File: src/hw/rtl/pse_pkg.sv
// types and constants shared by the postfix stack evaluator modules
// no dependencies; compiled before every other file of the block
`timescale 1ns / 1ps
`default_nettype none

package pse_pkg;

  localparam int unsigned DATA_W = 32;

  // ascii codes of the characters the evaluator understands
  localparam logic [7:0] CH_ZERO  = 8'h30;
  localparam logic [7:0] CH_NINE  = 8'h39;
  localparam logic [7:0] CH_PLUS  = 8'h2B;
  localparam logic [7:0] CH_MINUS = 8'h2D;
  localparam logic [7:0] CH_MUL   = 8'h2A;
  localparam logic [7:0] CH_DIV   = 8'h2F;

  typedef enum logic [2:0] {
    ST_OK       = 3'd0,
    ST_DONE     = 3'd1,
    ST_FEW      = 3'd2,
    ST_DIVZERO  = 3'd3,
    ST_BADCHAR  = 3'd4,
    ST_BADEND   = 3'd5,
    ST_OVERFLOW = 3'd6
  } status_t;

  typedef enum logic [2:0] {
    S_IDLE,
    S_EVAL,
    S_FETCH,
    S_DIV,
    S_EMIT
  } state_t;

  // commands from the controller to the datapath
  typedef struct packed {
    logic    ld_in;      // capture an accepted request
    logic    push;       // push the captured digit
    logic    rd;         // read the entry below the top
    logic    apply;      // replace the two top entries by the alu result
    logic    div_start;  // launch the divider
    logic    div_apply;  // replace the two top entries by the quotient
    logic    emit;       // load the result register
    logic    clear;      // empty the stack
    status_t status;     // status to report with emit
  } ctrl_cmd_t;

  // status from the datapath to the controller
  typedef struct packed {
    logic is_digit;
    logic is_op;
    logic is_div;
    logic full;
    logic lt2;
    logic one;
    logic rhs_zero;
    logic last;
    logic div_done;
    logic out_free;
  } dp_status_t;

endpackage

`default_nettype wire

File: src/hw/rtl/postfix_stack_evaluator.sv
// Postfix expression evaluator. Each request carries one ASCII character; a digit is pushed
// onto an operand stack of STACK_DEPTH 32-bit entries, and + - * / replace the two top
// entries by their result (two's complement with wrap, division truncating toward zero).
// Every request gives exactly one result: status, value and tlast copied from the request.
// The first error of an expression is latched and later characters are ignored; the request
// marked with tlast reports done-valid with the value, or the error, and empties the stack.
// Sequence with the output register free: a digit, an ignored character or one that fails
// in decode passes capture, decode and emit; + - * and / by zero add the stack memory read
// below the top; any other / also waits for the one-bit-per-cycle divider.
// The next request is taken while a result still waits in the output register.
// uses pse_pkg, pse_ctrl, pse_dp
`timescale 1ns / 1ps
`default_nettype none

module postfix_stack_evaluator #(
  parameter int unsigned STACK_DEPTH = 32
) (
  input  wire logic        clk,
  input  wire logic        rst,
  input  wire logic        s_tvalid,
  output logic             s_tready,
  input  wire logic [7:0]  s_tdata,   // [7:0] symbol
  input  wire logic        s_tlast,   // end_of_expr
  output logic             m_tvalid,
  input  wire logic        m_tready,
  output logic [39:0]      m_tdata,   // [2:0] status, [34:3] value, [39:35] zero
  output logic             m_tlast    // expr_done
);
  import pse_pkg::*;

  ctrl_cmd_t         cmd;
  dp_status_t        st;
  status_t           out_status;
  logic [DATA_W-1:0] out_value;

  pse_ctrl u_ctrl (
    .clk      (clk),
    .rst      (rst),
    .in_valid (s_tvalid),
    .in_ready (s_tready),
    .st       (st),
    .cmd      (cmd)
  );

  pse_dp #(
    .STACK_DEPTH (STACK_DEPTH)
  ) u_dp (
    .clk        (clk),
    .rst        (rst),
    .in_symbol  (s_tdata),
    .in_last    (s_tlast),
    .cmd        (cmd),
    .st         (st),
    .out_valid  (m_tvalid),
    .out_ready  (m_tready),
    .out_status (out_status),
    .out_value  (out_value),
    .out_last   (m_tlast)
  );

  assign m_tdata = {5'b0, out_value, out_status};

endmodule

`default_nettype wire

File: src/hw/rtl/pse_div.sv
// iterative signed 32-bit divider, one quotient bit per cycle, truncating toward zero
// uses pse_pkg for the data width
`timescale 1ns / 1ps
`default_nettype none

module pse_div (
  input  wire logic                      clk,
  input  wire logic                      rst,
  input  wire logic                      start,
  input  wire logic [pse_pkg::DATA_W-1:0] dividend,
  input  wire logic [pse_pkg::DATA_W-1:0] divisor,
  output logic                           done,
  output logic [pse_pkg::DATA_W-1:0]      quot
);
  import pse_pkg::*;

  localparam int unsigned CNT_W = $clog2(DATA_W);

  logic [DATA_W-1:0] rem;
  logic [DATA_W-1:0] q;
  logic [DATA_W-1:0] d;
  logic              neg;
  logic              busy;
  logic [CNT_W-1:0]  cnt;
  logic [DATA_W:0]   sh;
  logic [DATA_W:0]   diff;
  logic              ge;

  // shift in the next dividend bit and try a subtract
  assign sh   = {rem, q[DATA_W-1]};
  assign diff = sh - {1'b0, d};
  assign ge   = !diff[DATA_W];

  always_ff @(posedge clk) begin
    if (rst) begin
      busy <= 1'b0;
      done <= 1'b0;
      cnt  <= '0;
    end else begin
      done <= 1'b0;
      if (start) begin
        busy <= 1'b1;
        cnt  <= '0;
      end else if (busy) begin
        cnt <= cnt + CNT_W'(1);
        if (cnt == CNT_W'(DATA_W - 1)) begin
          busy <= 1'b0;
          done <= 1'b1;
        end
      end
    end
  end

  always_ff @(posedge clk) begin
    if (start) begin
      rem <= '0;
      q   <= dividend[DATA_W-1] ? (DATA_W'(0) - dividend) : dividend;
      d   <= divisor[DATA_W-1] ? (DATA_W'(0) - divisor) : divisor;
      neg <= dividend[DATA_W-1] ^ divisor[DATA_W-1];
    end else if (busy) begin
      rem <= ge ? diff[DATA_W-1:0] : sh[DATA_W-1:0];
      q   <= {q[DATA_W-2:0], ge};
    end
  end

  assign quot = neg ? (DATA_W'(0) - q) : q;

endmodule

`default_nettype wire

File: src/hw/rtl/pse_ctrl.sv
// controller state machine of the postfix evaluator: sequencing and the latched error
// uses pse_pkg for the state, status and command types
`timescale 1ns / 1ps
`default_nettype none

module pse_ctrl (
  input  wire logic                clk,
  input  wire logic                rst,
  input  wire logic                in_valid,
  output logic                     in_ready,
  input  wire pse_pkg::dp_status_t st,
  output pse_pkg::ctrl_cmd_t       cmd
);
  import pse_pkg::*;

  state_t  state;
  state_t  state_next;
  status_t err;
  status_t err_next;

  always_ff @(posedge clk) begin
    if (rst) begin
      state <= S_IDLE;
      err   <= ST_OK;
    end else begin
      state <= state_next;
      err   <= err_next;
    end
  end

  always_comb begin
    state_next = state;
    unique case (state)
      S_IDLE: begin
        if (in_valid) state_next = S_EVAL;
      end
      S_EVAL: begin
        priority if (err != ST_OK || st.is_digit || st.lt2 || !st.is_op) begin
          state_next = S_EMIT;
        end else begin
          state_next = S_FETCH;
        end
      end
      S_FETCH: begin
        priority if (st.is_div && !st.rhs_zero) begin
          state_next = S_DIV;
        end else begin
          state_next = S_EMIT;
        end
      end
      S_DIV: begin
        if (st.div_done) state_next = S_EMIT;
      end
      S_EMIT: begin
        if (st.out_free) state_next = S_IDLE;
      end
      default: state_next = S_IDLE;
    endcase
  end

  always_comb begin
    cmd      = '0;
    cmd.status = ST_OK;
    err_next = err;
    in_ready = 1'b0;
    unique case (state)
      S_IDLE: begin
        in_ready   = 1'b1;
        cmd.ld_in  = in_valid;
      end
      S_EVAL: begin
        if (err == ST_OK) begin
          priority if (st.is_digit) begin
            if (st.full) err_next = ST_OVERFLOW;
            else cmd.push = 1'b1;
          end else if (st.lt2) begin
            err_next = ST_FEW;
          end else if (!st.is_op) begin
            err_next = ST_BADCHAR;
          end else begin
            cmd.rd = 1'b1;
          end
        end
      end
      S_FETCH: begin
        priority if (st.is_div && st.rhs_zero) begin
          err_next = ST_DIVZERO;
        end else if (st.is_div) begin
          cmd.div_start = 1'b1;
        end else begin
          cmd.apply = 1'b1;
        end
      end
      S_DIV: begin
        cmd.div_apply = st.div_done;
      end
      S_EMIT: begin
        priority if (!st.last) begin
          cmd.status = err;
        end else if (err != ST_OK) begin
          cmd.status = err;
        end else if (st.one) begin
          cmd.status = ST_DONE;
        end else begin
          cmd.status = ST_BADEND;
        end
        if (st.out_free) begin
          cmd.emit  = 1'b1;
          cmd.clear = st.last;
          if (st.last) err_next = ST_OK;
        end
      end
      default: ;
    endcase
  end

endmodule

`default_nettype wire

File: src/hw/rtl/pse_dp.sv
// datapath of the postfix evaluator: operand stack, alu, divider and result register
// uses pse_pkg and instantiates pse_div
`timescale 1ns / 1ps
`default_nettype none

module pse_dp #(
  parameter int unsigned STACK_DEPTH = 32
) (
  input  wire logic                       clk,
  input  wire logic                       rst,
  input  wire logic [7:0]                 in_symbol,
  input  wire logic                       in_last,
  input  wire pse_pkg::ctrl_cmd_t         cmd,
  output pse_pkg::dp_status_t             st,
  output logic                            out_valid,
  input  wire logic                       out_ready,
  output pse_pkg::status_t                out_status,
  output logic [pse_pkg::DATA_W-1:0]      out_value,
  output logic                            out_last
);
  import pse_pkg::*;

  localparam int unsigned CW = $clog2(STACK_DEPTH + 1);
  localparam int unsigned AW = $clog2(STACK_DEPTH);

  // top of stack lives in tos, entries below it in the memory
  logic [DATA_W-1:0] mem [STACK_DEPTH];
  logic [DATA_W-1:0] tos;
  logic [DATA_W-1:0] lhs;
  logic [CW-1:0]     count;
  logic [CW-1:0]     cnt_m1;
  logic [CW-1:0]     cnt_m2;
  logic [7:0]        sym;
  logic              last;
  logic [DATA_W-1:0] alu_res;
  logic [DATA_W-1:0] quot;
  logic              div_done;

  assign cnt_m1 = count - CW'(1);
  assign cnt_m2 = count - CW'(2);

  always_ff @(posedge clk) begin
    if (cmd.ld_in) begin
      sym  <= in_symbol;
      last <= in_last;
    end
  end

  always_ff @(posedge clk) begin
    if (cmd.push && count != '0) mem[cnt_m1[AW-1:0]] <= tos;
    if (cmd.rd) lhs <= mem[cnt_m2[AW-1:0]];
  end

  always_comb begin
    unique case (sym)
      CH_PLUS:  alu_res = lhs + tos;
      CH_MINUS: alu_res = lhs - tos;
      default:  alu_res = lhs * tos;
    endcase
  end

  always_ff @(posedge clk) begin
    if (cmd.push) tos <= DATA_W'(sym - CH_ZERO);
    else if (cmd.apply) tos <= alu_res;
    else if (cmd.div_apply) tos <= quot;
  end

  always_ff @(posedge clk) begin
    if (rst) begin
      count <= '0;
    end else if (cmd.clear) begin
      count <= '0;
    end else if (cmd.push) begin
      count <= count + CW'(1);
    end else if (cmd.apply || cmd.div_apply) begin
      count <= cnt_m1;
    end
  end

  pse_div u_div (
    .clk      (clk),
    .rst      (rst),
    .start    (cmd.div_start),
    .dividend (lhs),
    .divisor  (tos),
    .done     (div_done),
    .quot     (quot)
  );

  // result register, freed in the same cycle it is taken
  always_ff @(posedge clk) begin
    if (rst) begin
      out_valid <= 1'b0;
    end else if (cmd.emit) begin
      out_valid <= 1'b1;
    end else if (out_ready) begin
      out_valid <= 1'b0;
    end
  end

  always_ff @(posedge clk) begin
    if (cmd.emit) begin
      out_status <= cmd.status;
      out_value  <= (cmd.status == ST_DONE) ? tos : '0;
      out_last   <= last;
    end
  end

  always_comb begin
    st          = '0;
    st.is_digit = (sym >= CH_ZERO) && (sym <= CH_NINE);
    st.is_op    = (sym == CH_PLUS) || (sym == CH_MINUS) || (sym == CH_MUL) ||
                  (sym == CH_DIV);
    st.is_div   = (sym == CH_DIV);
    st.full     = (count == CW'(STACK_DEPTH));
    st.lt2      = (count < CW'(2));
    st.one      = (count == CW'(1));
    st.rhs_zero = (tos == '0);
    st.last     = last;
    st.div_done = div_done;
    st.out_free = !out_valid || out_ready;
  end

`ifndef SYNTHESIS
  a_no_emit_when_busy: assert property (@(posedge clk) disable iff (rst)
    cmd.emit |-> (!out_valid || out_ready))
    else $error("result register overwritten");
  a_count_bound: assert property (@(posedge clk) disable iff (rst)
    count <= CW'(STACK_DEPTH))
    else $error("stack count beyond depth");
  a_no_push_full: assert property (@(posedge clk) disable iff (rst)
    cmd.push |-> !st.full)
    else $error("push onto a full stack");
  a_value_only_done: assert property (@(posedge clk) disable iff (rst)
    (out_valid && out_status != ST_DONE) |-> (out_value == '0))
    else $error("value present without a valid result");
  a_pop_needs_two: assert property (@(posedge clk) disable iff (rst)
    (cmd.apply || cmd.div_start) |-> (count >= CW'(2)))
    else $error("operator applied with fewer than two operands");
`endif

endmodule

`default_nettype wire
File: config.mk
export PLATFORM = sky130hd
export DESIGN_NAME = postfix_stack_evaluator
export DESIGN_NICKNAME = d
export VERILOG_FILES = /design/src/hw/rtl/pse_pkg.sv /design/src/hw/rtl/postfix_stack_evaluator.sv /design/src/hw/rtl/pse_div.sv /design/src/hw/rtl/pse_ctrl.sv /design/src/hw/rtl/pse_dp.sv
export SDC_FILE = /design/constraint.sdc
export NUM_CORES = 2
export LEC_CHECK = 0
export BUFFER_PORTS_ARGS = -buffer_cell sky130_fd_sc_hd__buf_2
export CAP_MARGIN = 20
export CORE_ASPECT_RATIO = 0.9
export CORE_MARGIN = 2
export CORE_UTILIZATION = 35
export CTS_CLUSTER_SIZE = 24
export DETAILED_ROUTE_END_ITERATION = 10
export SETUP_SLACK_MARGIN = 0.4
export SLEW_MARGIN = 20
export SYNTH_ARGS = -nofsm -noshare
export SYNTH_HDL_FRONTEND = slang
export SYNTH_SLANG_ARGS = --single-unit
File: constraint.sdc
create_clock -name clk -period 7.4 [get_ports clk]
set_input_delay 0.74 -clock clk [delete_from_list [all_inputs] [get_ports clk]]
set_output_delay 0.74 -clock clk [all_outputs]
set_load 0.01 [all_outputs]
== After elaboration in Yosys (flattened, before gate mapping) ==
Memories as Yosys holds them, arrays and structs flattened. A register that Yosys moved wholly into a read port is not among the register bits.
Cells that the tools add are included.
Storage, ports and cells
  register bits: 194
  RAM bits: 1024
  input bits: 13
  logic and storage cells: 141
  memories: 1
Cells by class
  add/sub/neg operators: 11
  multipliers: 1
  $lt $le $gt $ge: 3
  equal/unequal tests: 20
  multiplexer cells: 54
  bitwise logic cells: 2
  reductions and logical operators: 31
Memories
  u_dp.mem: words 32, bits a word 32, read ports 1, clocked after Yosys merged registers in 1, wr ports 1, RTL line pse_dp.sv:27  | logic [DATA_W-1:0] mem [STACK_DEPTH];
Operators with widths (count)
  $mux 32: 8
  $sub 1x32->32 const A: 3
  $pmux 32 s2: 1
  $mux 3: 16
  $sub 33x32->33: 1
  $add 32x32->32: 1
  $eq 8x6->1 const B: 4
  $logic_not 32->1: 1
  $mul 32x32->32: 1
  $sub 32x32->32: 1
  $mux 31: 1
  $mux 1: 18
  $pmux 3 s5: 1
  $mux 6: 2
  $mux 2: 5
  $pmux 3 s3: 1
  $reduce_bool 3->1: 3
  $sub 8x6->9 const B: 1
  $ge 8x6->1 const B: 1
  $le 8x6->1 const B: 1
  $logic_or 1x1->1: 8
  $ne 2x1->1 const B: 4
  $reduce_and 7->1: 1
  $add 6x1->6 const B: 1
  24 further kinds: 37

== Longest topological paths before layout ==
  word-level depth: 12
  gate-level depth with buffers: 28

== Hierarchy ==
Synthesis repeated with hierarchy kept, for this count alone.
Unflattened totals
  cell total of the unflattened synthesis: 5018
  area, all modules: 70619.0 µm²
Modules (own cells, without submodules)
  pse_dp: instances 1, cells each 4008, area an instance 62100.8 µm², sequential area each 34162.8 µm²
  pse_div: instances 1, cells each 933, area an instance 7918.8 µm², sequential area each 2732.6 µm²
  pse_ctrl: instances 1, cells each 71, area an instance 558.0 µm², sequential area each 120.1 µm²
  postfix_stack_evaluator: instances 1, cells each 6, area an instance 41.3 µm², sequential area each 0.0 µm²

== Worst setup path before layout ==
OpenSTA, ideal clock, no wires.
  kind: reg-to-reg
  start point: register u_dp.tos[6]
  end point: register u_dp.tos[31] (data pin)
  library setup time: 281 ps
  data arrival time: 7326 ps
  required time: 7119 ps
  slack: -207 ps
  stages on the path, launching flop included: 25
  path buffers: 2
  period minus slack after synthesis: 7607 ps
  cells stage by stage: edfxtp_1 clkbuf_1 clkbuf_1 and2_1 fa_1 fa_1 fa_1 inv_1 fa_1 inv_1 fa_1 fa_1 fa_1 fa_1 ha_1 a21o_1 a21oi_1 o21bai_1 a211o_1 a211oi_1 o21ai_0 a31oi_1 xnor2_1 mux2i_1 o221ai_1
On the way
  word-level cells in the longest chain between the ends: 6
RTL lines
  from (decl): RTL line pse_dp.sv:28  | logic [DATA_W-1:0] tos;
  from (signal assigned): RTL line pse_dp.sv:63  | if (cmd.push) tos <= DATA_W'(sym - CH_ZERO);
  from (signal assigned): RTL line pse_dp.sv:64  | else if (cmd.apply) tos <= alu_res;
  from (signal assigned): RTL line pse_dp.sv:65  | else if (cmd.div_apply) tos <= quot;
  branches (longest 4 deep; another with $mul 32x32->32)
  $mux 32 *: RTL line pse_dp.sv:64
  $mux 32 *: RTL line pse_dp.sv:63
Mark *: on every way between the ends.
A chain may end at the register's enable or synchronous reset.

== Worst setup path after layout ==
  start point: register u_dp.tos[3]
  end point: register u_dp.tos[24] (data pin)
The elaborated chain is that of the path after synthesis.

==> out/metrics.yaml <==
status: "complete, no violations"
grt.total_usage: 0.1946
drtAntennaViolNets: 0
cp-end-kind: "flop"
leakage_nw: 28.67
routabilityCongestion: 0.9096
insertion_delay_ns: 0.80
cts_tree: "done"
post-synth-top-count-cell: "edfxtp_1"
powerDensity_nw_per_um2: 222.5
whs_ns: 0.1335
initial_core_util: 0.3514
std_cell_rows: 155
layout-drive-gt1-share: 0.1959
maxSlewViolCount: 0
synth_warnings: 0
synth_compound_area_frac: 0.04683
hold_buffers: 0
crit_path_cell_trace: "buf_12 > buf_12 > and2_1 > fa_1 > inv_1 > fa_1 > fa_1 > fa_1 > inv_1 > ha_1 > ha_1 > fa_1 > fa_1 > ha_4 > and3_4 > o2111ai_2 > o21ai_2 > a311o_1 > nand2_2 > a221oi_4 > nand2b_1 > a32o_1 > or3_1"
avgSynthCellArea_sq_um: 14.32
area_delta_synth_final_pct: 14.64
placed_area_sq_um: 74440
tightest_slew_ns: 1.421
cts-root-buf: "clkbuf_16"
reg2reg_depth: 23
synth_xor_area_frac: 0.03361
wl_mm: 197.9
hold_depth: 1
slew-limit-headroom: 0.04374
cts-buffers-inserted: 138
yosysTopAreaCellShare: 0.5171
ys.flop_type: "edfxtp_1"
finalClockSkew_ns: 0.05111
core_area_sq_um: 198000
dr.first_iter.drc_count: 4711
firstDrtPassIters: 6
critPathMaxFanout: 5
timing.final.crit_period_ns: 7.188
syn-instance-count: 4857
min_path_type: "primary input to flop"
required_ns: 7.90
cts_num_sinks: 1250
ys_ff_latch: 1250
fin_ws_ns: 0.2125
dieArea_sq_um: 202400
setup_violations: 0
fillers: 18078
drc_errors: 0
port_buffers: 50
fin_setup_tns_ns: 0
r2r_end: "u_dp.tos[24]"
async_flop_share: 0
finalCritPeriodShare: 0.9713
grt_pass1_wl_mm: 288.6
dieWidth_microns: 474.0
pre_cts_ws_ns: -0.2717
startpoint_type: "flop"
crit_path_top_delay_cell: "fa_1"
htree_levels: 4
grt_max_degree: 119
synth-edff-count: 1198
nNetsFinal: 5645
wl_per_cell_microns: 25.39
viasPerCell: 5.363
io_pins: 56
synth_common_cells: "edfxtp_1, inv_1, fa_1"
synth_cell_types: 79
fp.dieH_microns: 427.0
synth_top_family_by_area: "adder cells"
synthMuxAreaShare: 0.1134
cpPeakStageDelay_ns: 0.54
timing.rr.start: "u_dp.tos[3]"
critPathKind: "flop to flop"
synth.cell_area_sq_um: 69570
critPathBufInv: 4
cp_top_family: "adder cells"
post-dp-hpwl_mm: 127.9
synthSimpleGateAreaFrac: 0.07998
synth_fa_ha_area_frac: 0.1547
vias: 41804
antenna_found_initial: 17
finalCoreUtilization: 0.4028
yosysTopAreaCell: "edfxtp_1"
r2r_slack_ns: 0.21
rsz0062_at_grt: "yes"
clock.fmax_mhz: 139.1
ir_worst_vdd_v: 0.0002060
overflow: 0
hold_end: "u_dp.last"
clk_pin_slew_ns: 0.06
final_area_sq_um: 79750
grt_pass1_vias: 41989
ys_seq_area_frac: 0.5320
cpMostUsedCell: "fa_1"
hold_viol_final: 0
hp-start: "s_tlast"
synthTopCellsByArea: "edfxtp_1, fa_1, mux4_2"
drv_cap: 0
cts_buffer_depth: 3
arrival_ns: 7.69
==> registers in the layout (all words and copies together), names as in the netlist, 8 cells and up <==
name            cells
u_dp.lhs           32
u_dp.u_div.rem     32
u_dp.tos           32
u_dp.sym            8
u_dp.u_div.d       32
u_dp.out_value     32
u_dp.mem         1024
u_dp.u_div.q       32
==> metal layers <==
metal	track usage	vias up	wire length [microns]
met3	0.03453	284	16150
met5	0	-	0
li1	-	17765	-
met4	0.05820	0	5856
met2	0.3027	1756	90140
met1	0.2785	21999	85740
==> worst max path at each step <==
stage / end / slack [ns] / from / depth (start not counted)
floorplan: u_dp.tos[31] / 0.28 / u_dp.tos[5] / 24
detailed placement: u_dp.tos[31] / -0.27 / u_dp.tos[19] / 22
finish: u_dp.tos[24] / 0.21 / u_dp.tos[3] / 23
CTS: u_dp.tos[31] / 0.25 / u_dp.tos[7] / 23
global route: u_dp.tos[31] / 0.02 / u_dp.tos[2] / 25
global placement: u_dp.tos[31] / -0.22 / u_dp.tos[19] / 22
==> area by class of cell <==
| class | instances | area (sq um) | area share |
|---|---|---|---|
| Sequential cell | 1250 | 37020 | 0.4642 |
| Multi-Input combinational cell | 2888 | 30660 | 0.3844 |
| Clock buffer | 168 | 3587 | 0.04498 |
| Tap cell | 2669 | 3339 | 0.04187 |
| Timing Repair Buffer | 299 | 2699 | 0.03384 |
| Inverter | 441 | 1658 | 0.02079 |
| Clock inverter | 73 | 769.5 | 0.009648 |
| Antenna cell | 7 | 17.52 | 0.0002196 |
==> where the power goes <==
group / internal (W) / switching [W]
clock network: 0.00377 / 0.00291
logic: 0.00147 / 0.00183
registers: 0.00771 / 0.0000464
==> what timing repair did <==
item / in CTS / in global routing
pin swaps: 26 / 43
cloned: 1 / 4
setup buffers: 27 / 17
endpoints found under the setup margin: 10 / 16
resized for setup: 28 / 56
==> worst register-to-register path, delay by kind of cell, from the launching register on <==
kind	cells	cell delay, ns
AO/OA/AOI/OAI	5	1.19
adder cells (fa/ha/maj)	9	3.87
buffers and inverters	4	0.42
flip-flops	1	0.45
AND/OR/NAND/NOR	5	0.96
==> cells in the final DEF, fill, tap and decap left out, types with 12 or more instances in the layout <==
master,netlist,routed
and2_4,0,13
or3_1,20,20
ha_1,204,185
a21oi_1,126,117
xnor2_1,160,157
o211ai_1,16,16
and3_1,18,15
edfxtp_1,1198,1198
buf_12,0,37
clkinv_2,0,21
inv_1,441,436
o21a_1,21,21
dfxtp_1,52,49
nand2b_1,25,24
ha_4,0,17
mux2_2,33,33
mux2i_1,31,31
nand3_1,29,27
and2_1,347,334
buf_2,2,50
nor2_1,136,104
nor3_1,27,22
a211oi_1,14,12
xor2_1,107,105
fa_1,410,394
o21ai_0,178,170
o31ai_1,29,29
clkbuf_16,0,143
fa_2,0,16
buf_4,5,200
nor2b_1,14,14
mux4_2,320,320
nor2_4,0,31
or4_1,15,15
nand2_1,398,394
clkinv_1,0,22
clkbuf_1,250,29
a21o_1,38,38
a31oi_1,22,21
==> stage by stage <==
stage	total power, W	instances
after floorplan	0.009969	4861
after detailed placement	0.01078	7498
final	0.01775	7795
after global placement	0.01077	7498
after global routing	0.01838	7789
after CTS	0.01764	7767
==> kinds of logic (layout without fill, tap and decap cells) <==
logic type / Yosys count / after routing
flops: 1250 / 1250
simple gates: 1095 / 1095
buf+inv: 723 / 981
fa+ha+maj: 614 / 614
compound gates: 523 / 523
mux: 384 / 384
xor+xnor: 267 / 267
other cells: 1 / 12
No activity file was read; power rests on OpenSTA's default activity.
